--- config.mk ---
export PLATFORM = sky130hd
export DESIGN_NAME = srh_queue
export DESIGN_NICKNAME = d
export VERILOG_FILES = /design/src/design/srh_pkg.sv /design/src/design/srh_queue.sv
export SDC_FILE = /design/constraint.sdc
export NUM_CORES = 1
export LEC_CHECK = 0
export BUFFER_PORTS_ARGS = -buffer_cell sky130_fd_sc_hd__buf_2
export CAP_MARGIN = 40
export CORE_MARGIN = 4
export CORE_UTILIZATION = 52
export CTS_CLUSTER_SIZE = 28
export DETAILED_ROUTE_END_ITERATION = 10
export HOLD_SLACK_MARGIN = 0.02
export PLACE_DENSITY = 0.85
export RECOVER_POWER = 25
export SETUP_SLACK_MARGIN = 0.02
export SYNTH_ARGS = -nofsm -noshare
export SYNTH_HDL_FRONTEND = slang
export SYNTH_SLANG_ARGS = --single-unit
--- constraint.sdc ---
create_clock -name clk -period 10.9 [get_ports clk]
set_input_delay 2.18 -clock clk [delete_from_list [all_inputs] [get_ports clk]]
set_output_delay 2.18 -clock clk [all_outputs]
set_load 0.01 [all_outputs]
--- src/design/srh_pkg.sv ---
// Package for the horizontal interface refraction block.
// Holds the fixed-point sizes, pipeline depths and the item type shared by all modules.
`timescale 1ns / 1ps
package srh_pkg;

  localparam int SFB      = 40;
  localparam int VB       = 16;
  localparam int VMW      = (VB < 16) ? VB : 16;
  localparam int DW       = 2 * VMW;
  localparam int NB       = 2 * SFB;
  localparam int QW       = NB + 1;
  localparam int LW       = (QW + 1 > 65) ? QW + 1 : 65;
  localparam int DIV_PER  = 8;
  localparam int DIV_STG  = (QW + DIV_PER - 1) / DIV_PER;
  localparam int SQ_STEPS = 32;
  localparam int SQ_PER   = 4;
  localparam int SQ_STG   = (SQ_STEPS + SQ_PER - 1) / SQ_PER;
  localparam int QDEPTH   = 2;
  localparam int QAW      = $clog2(QDEPTH);
  localparam int QCW      = $clog2(QDEPTH + 1);

  localparam logic [31:0] POS_SAT = 32'h7FFF_FFFF;
  localparam logic [31:0] NEG_SAT = 32'h8000_0000;

  typedef struct packed {
    logic          refl;
    logic          neg;
    logic [31:0]   refl_res;
    logic [63:0]   sq;
    logic [DW-1:0] d_enter;
    logic [DW-1:0] d_leave;
  } item_t;

endpackage

--- src/design/srh_queue.sv ---
// Two-entry queue between the front stage and the arithmetic pipeline.
// Depends on srh_pkg.
`timescale 1ns / 1ps
module srh_queue import srh_pkg::*; (
  input  logic  clk,
  input  logic  rst_n,
  input  logic  push,
  input  item_t push_item,
  output logic  full,
  input  logic  pop,
  output logic  head_valid,
  output item_t head_item
);

  item_t          mem_r [QDEPTH];
  logic [QAW-1:0] wr_r;
  logic [QAW-1:0] rd_r;
  logic [QCW-1:0] cnt_r;

  assign full       = (cnt_r == QCW'(QDEPTH));
  assign head_valid = (cnt_r != '0);
  assign head_item  = mem_r[rd_r];

  always_ff @(posedge clk) begin
    if (!rst_n) begin
      wr_r  <= '0;
      rd_r  <= '0;
      cnt_r <= '0;
    end else begin
      if (push) begin
        wr_r <= (wr_r == QAW'(QDEPTH - 1)) ? '0 : wr_r + 1'b1;
      end
      if (pop) begin
        rd_r <= (rd_r == QAW'(QDEPTH - 1)) ? '0 : rd_r + 1'b1;
      end
      cnt_r <= cnt_r + QCW'(push) - QCW'(pop);
    end
    if (push) begin
      mem_r[wr_r] <= push_item;
    end
  end

  a_cnt_bound: assert property (@(posedge clk) disable iff (!rst_n) cnt_r <= QCW'(QDEPTH))
    else $error("queue count exceeds depth");
  a_no_underflow: assert property (@(posedge clk) disable iff (!rst_n) pop |-> cnt_r != '0)
    else $error("pop from empty queue");
  a_no_overflow: assert property (@(posedge clk) disable iff (!rst_n)
    (push && !pop) |=> cnt_r == $past(cnt_r) + 1'b1)
    else $error("push lost");

endmodule

==> results.json <==
{
  "clock_latency_ps": 500,
  "start_util_pct": 53.4,
  "synth-edff-count": 324,
  "powerDensity_nw_per_um2": 192,
  "yosys.area.top_type": "edfxtp_1",
  "drive_gt1_share_pct": 55.6,
  "cts.sinks": 329,
  "netlist_top_cells_count": "edfxtp_1 (324), mux2_2 (82), mux2_4 (80)",
  "p_leak_nw": 5.86,
  "post_synth.cell_area_avg_um2": 23.3,
  "placed_cell_area_um2": 14300,
  "hold_path_class": "flip-flop to flip-flop",
  "period_needed_ps": 4660,
  "yosys_warnings": 0,
  "crit_fanout": 45,
  "final_cells": 1220,
  "route.detailed.drc": 0,
  "cp.arrival_ps": 2480,
  "synth_ff_type": "edfxtp_1",
  "cts_root_buffer": "clkbuf_16",
  "yosysMostFrequentCell": "edfxtp_1",
  "yosysTopAreaCellShare_pct": 79.5,
  "timing.rr.end": "mem_r[0][116]",
  "required_ps": 8720,
  "pwr-share-comb_pct": 10.4,
  "synth.distinct_cells": 14,
  "final-setup-viol-count": 0,
  "start_kind": "flip-flop",
  "drv_slew": 0,
  "wl_met2_um": 12800,
  "rsz0062_at_grt": "false",
  "cts_htree_levels": 2,
  "vdd_drop_max_v": 0.000158,
  "syn_area_um2": 12200,
  "clockBufferDepth": 3,
  "post-dp-hpwl_um": 16700,
  "post_cts_resized": 0,
  "wl_met3_um": 2030,
  "netSwitchingPower_mw": 0.617,
  "postRouteWirelength_um": 24300,
  "r2r_slack_ps": 8770,
  "maxCapViolCount": 0,
  "drt_iter0_markers": 333,
  "pwr-share-clk_pct": 39.3,
  "clock_skew_ps": 20.5,
  "nets": 1051,
  "rr_worst_depth": 2,
  "cts_tree": "yes",
  "areaGrowthSynthToFinish_pct": 25.8,
  "status": "finished clean",
  "max_freq_ghz": 0.214,
  "grt_pass1_wl_um": 36500,
  "wl_met1_um": 8660,
  "async_flop_share_pct": 0,
  "grt.total_usage_pct": 18.1,
  "synthTopCellsByArea": "edfxtp_1 (80%), mux2_4 (9.8%), mux2_2 (7.5%)",
  "tns_ps": 0,
  "rows": 55,
  "postCtsSetupRepairBufs": 0,
  "top_layer_used": "met5",
  "grt_overflow": 0,
  "stdcell_area_um2": 15400,
  "drt-vias-per-instance": 5.04,
  "fp.dieW_um": 161,
  "placedCellCount": 1160,
  "internal-power_mw": 2.34,
  "synth_seq_cells": 329,
  "io_buffers": 329,
  "avgRoutedWirePerCell_um": 19.9,
  "synth_nets": 693,
  "antenna_left": 0,
  "pwr-share-seq_pct": 50.3,
  "die_height_um": 161,
  "io-pin-count": 330,
  "swShare_pct": 20.9,
  "crit_type": "flip-flop to output port",
  "fin_crit_sh_pct": 42.8,
  "path_clk_slew_ps": 60,
  "dr.pass1.iters": 4,
  "timing.rr.start": "wr_r",
  "grt_max_degree": 69,
  "hold_depth": 2,
  "coreArea_um2": 22900,
  "place.gp.congestion": 0.795,
  "hp-start": "rd_r",
  "antenna_found_initial": 5,
  "tightest_slew_ps": 863,
  "finalHoldViolCount": 0,
  "synthCells": 525,
  "fp.dieArea_um2": 26000,
  "critPathCaptureType": "output port",
  "max_slew_margin_pct": 42.5,
  "cts_buffers": 34,
  "grt_pass1_vias": 6769,
  "yosysSeqAreaShare_pct": 80.3,
  "hold_buffers": 0,
  "via_count": 6151,
  "utilization_pct": 67.2
}
power groups by stage:
| stage | registers [mW] | clock network, mW | logic (mW) |
|---|---|---|---|
| final | 1.49 | 1.16 | 0.307 |
| after global placement | 1.51 | 0 | 0.297 |
| after global routing | 1.49 | 1.25 | 0.328 |
| after CTS | 1.49 | 1.19 | 0.314 |
| after floorplan | 1.51 | 0 | 0.189 |
| after detailed placement | 1.52 | 0 | 0.312 |
sequential cells by signal, summed over array words and instances (netlist names), named ones only:
name	count
mem_r	324
wr_r	1
cnt_r	2
rd_r	1
layer usage:
| layer | vias to the layer above | track usage, % |
|---|---|---|
| li1 | 2813 | - |
| met4 | 6 | 7.17 |
| met5 | - | 0 |
| met1 | 3010 | 20.5 |
| met3 | 65 | 5.54 |
| met2 | 257 | 32.3 |
worst max-delay path: stages, from the launching register on:
cell,delay [ps]
dfxtp_4,720
buf_4,360
buf_16,320
mux2_4,360
buf_2,150
placed cells by master, fill, tap and decap left out, drive strengths merged:
cell	instances
xor2	1
edfxtp	324
nor2b	4
buf	288
mux2	162
clkbuf	94
bufinv	5
or2	1
o21a	1
inv	4
ha	2
clkinv	9
and2	4
diode	2
dfxtp	5
xnor3	1
per-stage QoR:
stage	hold WS [ps]	power, mW	worst slack, ps
6_report	577	2.96	6240
5_1_grt	597	3.07	6140
4_1_cts	582	2.99	6180
3_5_place_dp	560	1.83	6720
3_3_place_gp	559	1.81	6510
2_1_floorplan	555	1.70	984
final cells by class:
| class | count | area, um^2 |
|---|---|---|
| well taps | 313 | 392 |
| repair buffers | 340 | 1760 |
| flip-flops and latches | 329 | 9830 |
| fillers | 1555 | 7530 |
| clock buffers | 42 | 922 |
| clock inverters | 16 | 213 |
| diodes | 2 | 5.00 |
| inverters | 2 | 7.51 |
| multi-input cells | 176 | 2250 |
how the worst max path moves through the flow:
stage	start	endpoint	slack [ps]	cells past startpoint
2_1_floorplan	push	mem_r[0][0]	980	1
3_3_place_gp	flip-flop	head_item[151]	6510	3
3_5_place_dp	push	mem_r[0][124]	6720	3
4_1_cts	flip-flop	head_item[113]	6180	4
5_1_grt	flip-flop	head_item[113]	6140	4
6_report	flip-flop	head_item[113]	6240	4
logic make-up (layout without fill, tap and decap cells):
| group | Yosys count | in the layout | share of synthesized area (%) |
|---|---|---|---|
| AOI/OAI and AO/OA | 1 | 1 | 0.0614 |
| xor gates and xnor gates | 2 | 2 | 0.256 |
| adders and majority gates | 2 | 2 | 0.205 |
| buffers and inverters | 20 | 400 | 1.31 |
| DFF | 329 | 329 | 80.3 |
| muxes | 162 | 162 | 17.4 |
| other | 0 | 2 | 0 |
| and+or+nand+nor | 9 | 9 | 0.460 |
Power figures use the tool's default switching activity.
