==> src/design/srh_pkg.sv <==
// Package for the horizontal interface refraction block.
// Holds the fixed-point sizes, pipeline depths and the item type shared by all modules.
`timescale 1ns / 1ps
package srh_pkg;

  localparam int SFB      = 40;
  localparam int VB       = 16;
  localparam int VMW      = (VB < 16) ? VB : 16;
  localparam int DW       = 2 * VMW;
  localparam int NB       = 2 * SFB;
  localparam int QW       = NB + 1;
  localparam int LW       = (QW + 1 > 65) ? QW + 1 : 65;
  localparam int DIV_PER  = 8;
  localparam int DIV_STG  = (QW + DIV_PER - 1) / DIV_PER;
  localparam int SQ_STEPS = 32;
  localparam int SQ_PER   = 4;
  localparam int SQ_STG   = (SQ_STEPS + SQ_PER - 1) / SQ_PER;
  localparam int QDEPTH   = 2;
  localparam int QAW      = $clog2(QDEPTH);
  localparam int QCW      = $clog2(QDEPTH + 1);

  localparam logic [31:0] POS_SAT = 32'h7FFF_FFFF;
  localparam logic [31:0] NEG_SAT = 32'h8000_0000;

  typedef struct packed {
    logic          refl;
    logic          neg;
    logic [31:0]   refl_res;
    logic [63:0]   sq;
    logic [DW-1:0] d_enter;
    logic [DW-1:0] d_leave;
  } item_t;

endpackage

==> src/design/srh_if.sv <==
// Stream interfaces for the input rays and the result beats.
// Depends on no other file.
`timescale 1ns / 1ps
interface srh_in_if;
  logic               valid;
  logic               ready;
  logic               mode;
  logic signed [31:0] slowness_z;
  logic [15:0]        vel_above;
  logic [15:0]        vel_below;
  modport source (output valid, mode, slowness_z, vel_above, vel_below, input ready);
  modport sink (input valid, mode, slowness_z, vel_above, vel_below, output ready);
endinterface


==> src/design/srh_front.sv <==
// Front stage: accepts rays, picks the entered layer and forms the squares.
// Depends on srh_pkg and srh_in_if.
`timescale 1ns / 1ps
module srh_front import srh_pkg::*; (
  input  logic     clk,
  input  logic     rst_n,
  srh_in_if.sink   in_ch,
  input  logic     q_full,
  output logic     push,
  output item_t    push_item
);

  logic        fv_r;
  item_t       fi_r;
  item_t       item_nxt;
  logic [31:0] raw;
  logic [31:0] mag;
  logic [15:0] v_enter;
  logic [15:0] v_leave;
  logic [VMW-1:0] ve_m;
  logic [VMW-1:0] vl_m;

  assign in_ch.ready = !fv_r || !q_full;
  assign push        = fv_r && !q_full;
  assign push_item   = fi_r;

  always_comb begin
    raw     = in_ch.slowness_z;
    mag     = raw[31] ? (32'd0 - raw) : raw;
    v_enter = raw[31] ? in_ch.vel_above : in_ch.vel_below;
    v_leave = raw[31] ? in_ch.vel_below : in_ch.vel_above;
    ve_m    = (v_enter[VMW-1:0] == '0) ? VMW'(1) : v_enter[VMW-1:0];
    vl_m    = (v_leave[VMW-1:0] == '0) ? VMW'(1) : v_leave[VMW-1:0];
    item_nxt.refl     = in_ch.mode;
    item_nxt.neg      = raw[31];
    item_nxt.refl_res = (raw == NEG_SAT) ? POS_SAT : (32'd0 - raw);
    item_nxt.sq       = 64'(mag) * 64'(mag);
    item_nxt.d_enter  = DW'(ve_m) * DW'(ve_m);
    item_nxt.d_leave  = DW'(vl_m) * DW'(vl_m);
  end

  always_ff @(posedge clk) begin
    if (!rst_n) begin
      fv_r <= 1'b0;
    end else if (in_ch.ready) begin
      fv_r <= in_ch.valid;
    end
    if (in_ch.ready && in_ch.valid) begin
      fi_r <= item_nxt;
    end
  end

endmodule

==> src/flat_wrapper.sv <==
// flat-port wrapper written by rule: the top's interface ports become plain ports
module srh_front_flat import srh_pkg::*;
  (clk, rst_n, q_full, push, push_item, in_ch_valid, in_ch_mode, in_ch_slowness_z, in_ch_vel_above, in_ch_vel_below, in_ch_ready);
  srh_in_if in_ch_i ();
  input  logic clk;
  input  logic rst_n;
  input  logic q_full;
  output logic push;
  output item_t push_item;
  input wire logic [$bits(in_ch_i.valid)-1:0] in_ch_valid;
  input wire logic [$bits(in_ch_i.mode)-1:0] in_ch_mode;
  input wire logic [$bits(in_ch_i.slowness_z)-1:0] in_ch_slowness_z;
  input wire logic [$bits(in_ch_i.vel_above)-1:0] in_ch_vel_above;
  input wire logic [$bits(in_ch_i.vel_below)-1:0] in_ch_vel_below;
  output wire logic [$bits(in_ch_i.ready)-1:0] in_ch_ready;
  assign in_ch_i.valid = in_ch_valid;
  assign in_ch_i.mode = in_ch_mode;
  assign in_ch_i.slowness_z = in_ch_slowness_z;
  assign in_ch_i.vel_above = in_ch_vel_above;
  assign in_ch_i.vel_below = in_ch_vel_below;
  assign in_ch_ready = in_ch_i.ready;
  srh_front u_core (.clk(clk), .rst_n(rst_n), .in_ch(in_ch_i), .q_full(q_full), .push(push), .push_item(push_item));
endmodule
==> config.mk <==
export PLATFORM = sky130hd
export DESIGN_NAME = srh_front_flat
export DESIGN_NICKNAME = d
export VERILOG_FILES = /design/src/design/srh_pkg.sv /design/src/design/srh_if.sv /design/src/design/srh_front.sv /design/src/flat_wrapper.sv
export SDC_FILE = /design/constraint.sdc
export NUM_CORES = 2
export LEC_CHECK = 0
export ABC_AREA = 1
export BUFFER_PORTS_ARGS = -buffer_cell sky130_fd_sc_hd__buf_2
export CORE_UTILIZATION = 50
export CTS_BUF_LIST = sky130_fd_sc_hd__clkbuf_8
export CTS_CLUSTER_DIAMETER = 30
export DETAILED_ROUTE_END_ITERATION = 8
export PLACE_DENSITY = 0.7
export SYNTH_ARGS = -nofsm -noshare
export SYNTH_HDL_FRONTEND = slang
export SYNTH_SLANG_ARGS = --single-unit
==> constraint.sdc <==
create_clock -name clk -period 15.2 [get_ports clk]
set_input_delay 3.04 -clock clk [delete_from_list [all_inputs] [get_ports clk]]
set_output_delay 3.04 -clock clk [all_outputs]
set_load 0.03 [all_outputs]
==> flow_metrics.tcl <==
set metrics [dict create \
    cts.path.max_buffers 2 \
    h-tree-depth 4 \
    holdBufCountCts 0 \
    layout_common_cells "1753 x inv_1, 1123 x fa_1, 899 x nand2_1" \
    ios 233 \
    rows 117 \
    slowest_stage "clkinv_1" \
    final_nets 7930 \
    drive_gt1_share_pct 6.769 \
    fmax_mhz 82.93 \
    syn_inst 6100 \
    tns_ps 0 \
    drc_errors 0 \
    mostFrequentLayoutCell "inv_1" \
    antenna_found_initial 19 \
    wl_per_cell_microns 21.03 \
    synth_ff_type "edfxtp_1" \
    fin_area_sq_mm 0.05476 \
    synth_compound_area_share_pct 4.046 \
    met3_usage_pct 7.536 \
    grt_pass1_vias 43380 \
    path_clk_slew_ps 110 \
    clock_skew_ps 20.62 \
    grt.overflow.total 0 \
    max_stage_delay_ps 730 \
    ys_seq_area_share_pct 9.267 \
    crit_path_start_kind "primary input" \
    ys_ff_latch 160 \
    synth-xor-area-share_pct 2.184 \
    synth_mux_area_share_pct 0 \
    period_share_pct 79.33 \
    syn-cell-area_sq_mm 0.05174 \
    routed_wl_mm 161.0 \
    cts_resized 0 \
    async_flop_share_pct 0 \
    synth_warnings 0 \
    drt_pass1_iterations 6 \
    required_ps 15600 \
    grt_util_met1_pct 40.01 \
    path_max_fanout 29 \
    port_buffers 229 \
    top_usage_layer "met2" \
    status "finished clean" \
    grt_pass1_wl_mm 249.2 \
    final_antenna_net_count 0 \
    setup-violations-final 0 \
    clock_sinks 160 \
    tritoncts "done" \
    period_needed_ps 12060 \
    maxSlewViolCount 0 \
    drtIter0Drc 2799 \
    grt_max_degree 76 \
    rsz0062_at_grt "false" \
    yosys.area_share.simple_pct 15.27 \
    post_cts_buffers 0 \
    hold_violations 0 \
    grt_util_all_layers_pct 32.18 \
    path_common_cell "fa_1" \
    critPathKind "primary input to register" \
    hold_path_class "register to register" \
    dp_hpwl_mm 133.9 \
    die_y_microns 323.7 \
    cts_root_buf "clkbuf_8" \
    yosysUniqueCellTypes 54 \
    design.core.area_sq_mm 0.1022 \
    syn_to_final_growth_pct 5.845 \
    chipWidth_microns 323.7 \
    vias 40330 \
    gp_congestion 0.9855 \
    relSlewSlack_pct 18.39 \
    maxCapViolCount 0 \
    placed_cell_area_sq_mm 0.05432 \
    synthAdderAreaFrac_pct 54.87 \
    die_area_sq_mm 0.1048 \
    numCtsBuffers 17 \
    max_slew.worst_pin.slew_ps 1223 \
    worstPathArrival_ps 12460 \
    vias_per_cell 5.268 \
    initial_core_util_pct 50.63 \
    synth_enable_flop_cells 159 \
    use_met2_pct 53.10 \
    insertion_delay_ps 630 \
    synth_top_family_by_area "adder cells" \
    syn_avg_cell_area_sq_um 8.481 \
    cp-end-kind "register" \
]
cells by family (layout without fill, tap and decap cells):
kind of cell / count (synthesis) / count (layout)
buffers and inverters: 1922 / 2099
XOR/XNOR: 129 / 129
AND/OR/NAND/NOR: 1933 / 1933
other: 1 / 11
AO/OA/AOI/OAI: 360 / 360
adder cells (fa/ha/maj): 1595 / 1595
flip-flops: 160 / 160
metrics by stage:
step / setup WS [ps] / std cells / util, % / hold slack (ps)
2_1_floorplan: 3749 / 6102 / - / 705.3
3_3_place_gp: 2721 / 7615 / 53.16 / 518.1
3_5_place_dp: 2619 / 7615 / 53.16 / 538.0
4_1_cts: 3313 / 7647 / 53.57 / 554.8
5_1_grt: 2773 / 7650 / 53.58 / 590.2
6_report: 3142 / 7655 / 53.59 / 548.2
flip-flops by register name (all words and copies together) (netlist names):
signal            flops
u_core.push_item    159
u_core.fv_r           1
Yosys cell counts, drive strengths merged, types with 51 or more instances:
master | number | area share [%]
xor2 | 104 | 1.8
a21oi | 149 | 1.4
fa | 1123 | 43
edfxtp | 159 | 9.2
o21ai | 124 | 1.3
inv | 1780 | 13
clkbuf | 51 | 0.37
nor2 | 776 | 6.0
buf | 88 | 1.0
nand3 | 147 | 1.5
ha | 472 | 11
nand2 | 907 | 6.6
path summary, 6_finish.rpt:
kind	start	to	slack (ps)	depth (start not counted)
max	in_ch_slowness_z[0]	u_core.push_item[115]	3140	34
min	u_core.fv_r	u_core.fv_r	550	2
max reg2reg	u_core.fv_r	u_core.push_item[99]	12800	3
min reg2reg	u_core.fv_r	u_core.fv_r	550	2
final cells by class:
| cell class | instances | area [sq um] |
|---|---|---|
| clock buffer | 17 | 234.0 |
| inverter | 1783 | 6700 |
| fill | 9638 | 47420 |
| clock inverter | 15 | 188.9 |
| timing repair buffer | 284 | 1562 |
| antenna | 8 | 20.02 |
| sequential | 160 | 4795 |
| tap | 1368 | 1712 |
| multi-input combinational | 4020 | 39550 |
metal layers:
metal | vias to the layer above | share of wire, %
met5 | - | 0.063
met4 | 16 | 5.2
met3 | 422 | 9.4
met2 | 1697 | 47
met1 | 20070 | 38
li1 | 18120 | -
critical path, delay by kind of cell:
kind	cells	cell delay (ps)
adders and majority gates	10	4610
buffers and inverters	9	2010
xor gates and xnor gates	1	200
AOI/OAI and AO/OA	4	1140
and+or+nand+nor	10	1400
Power is left out: the tool's default activity adds up to more than one toggle a clock period on the data nets, which glitch-free logic cannot reach.
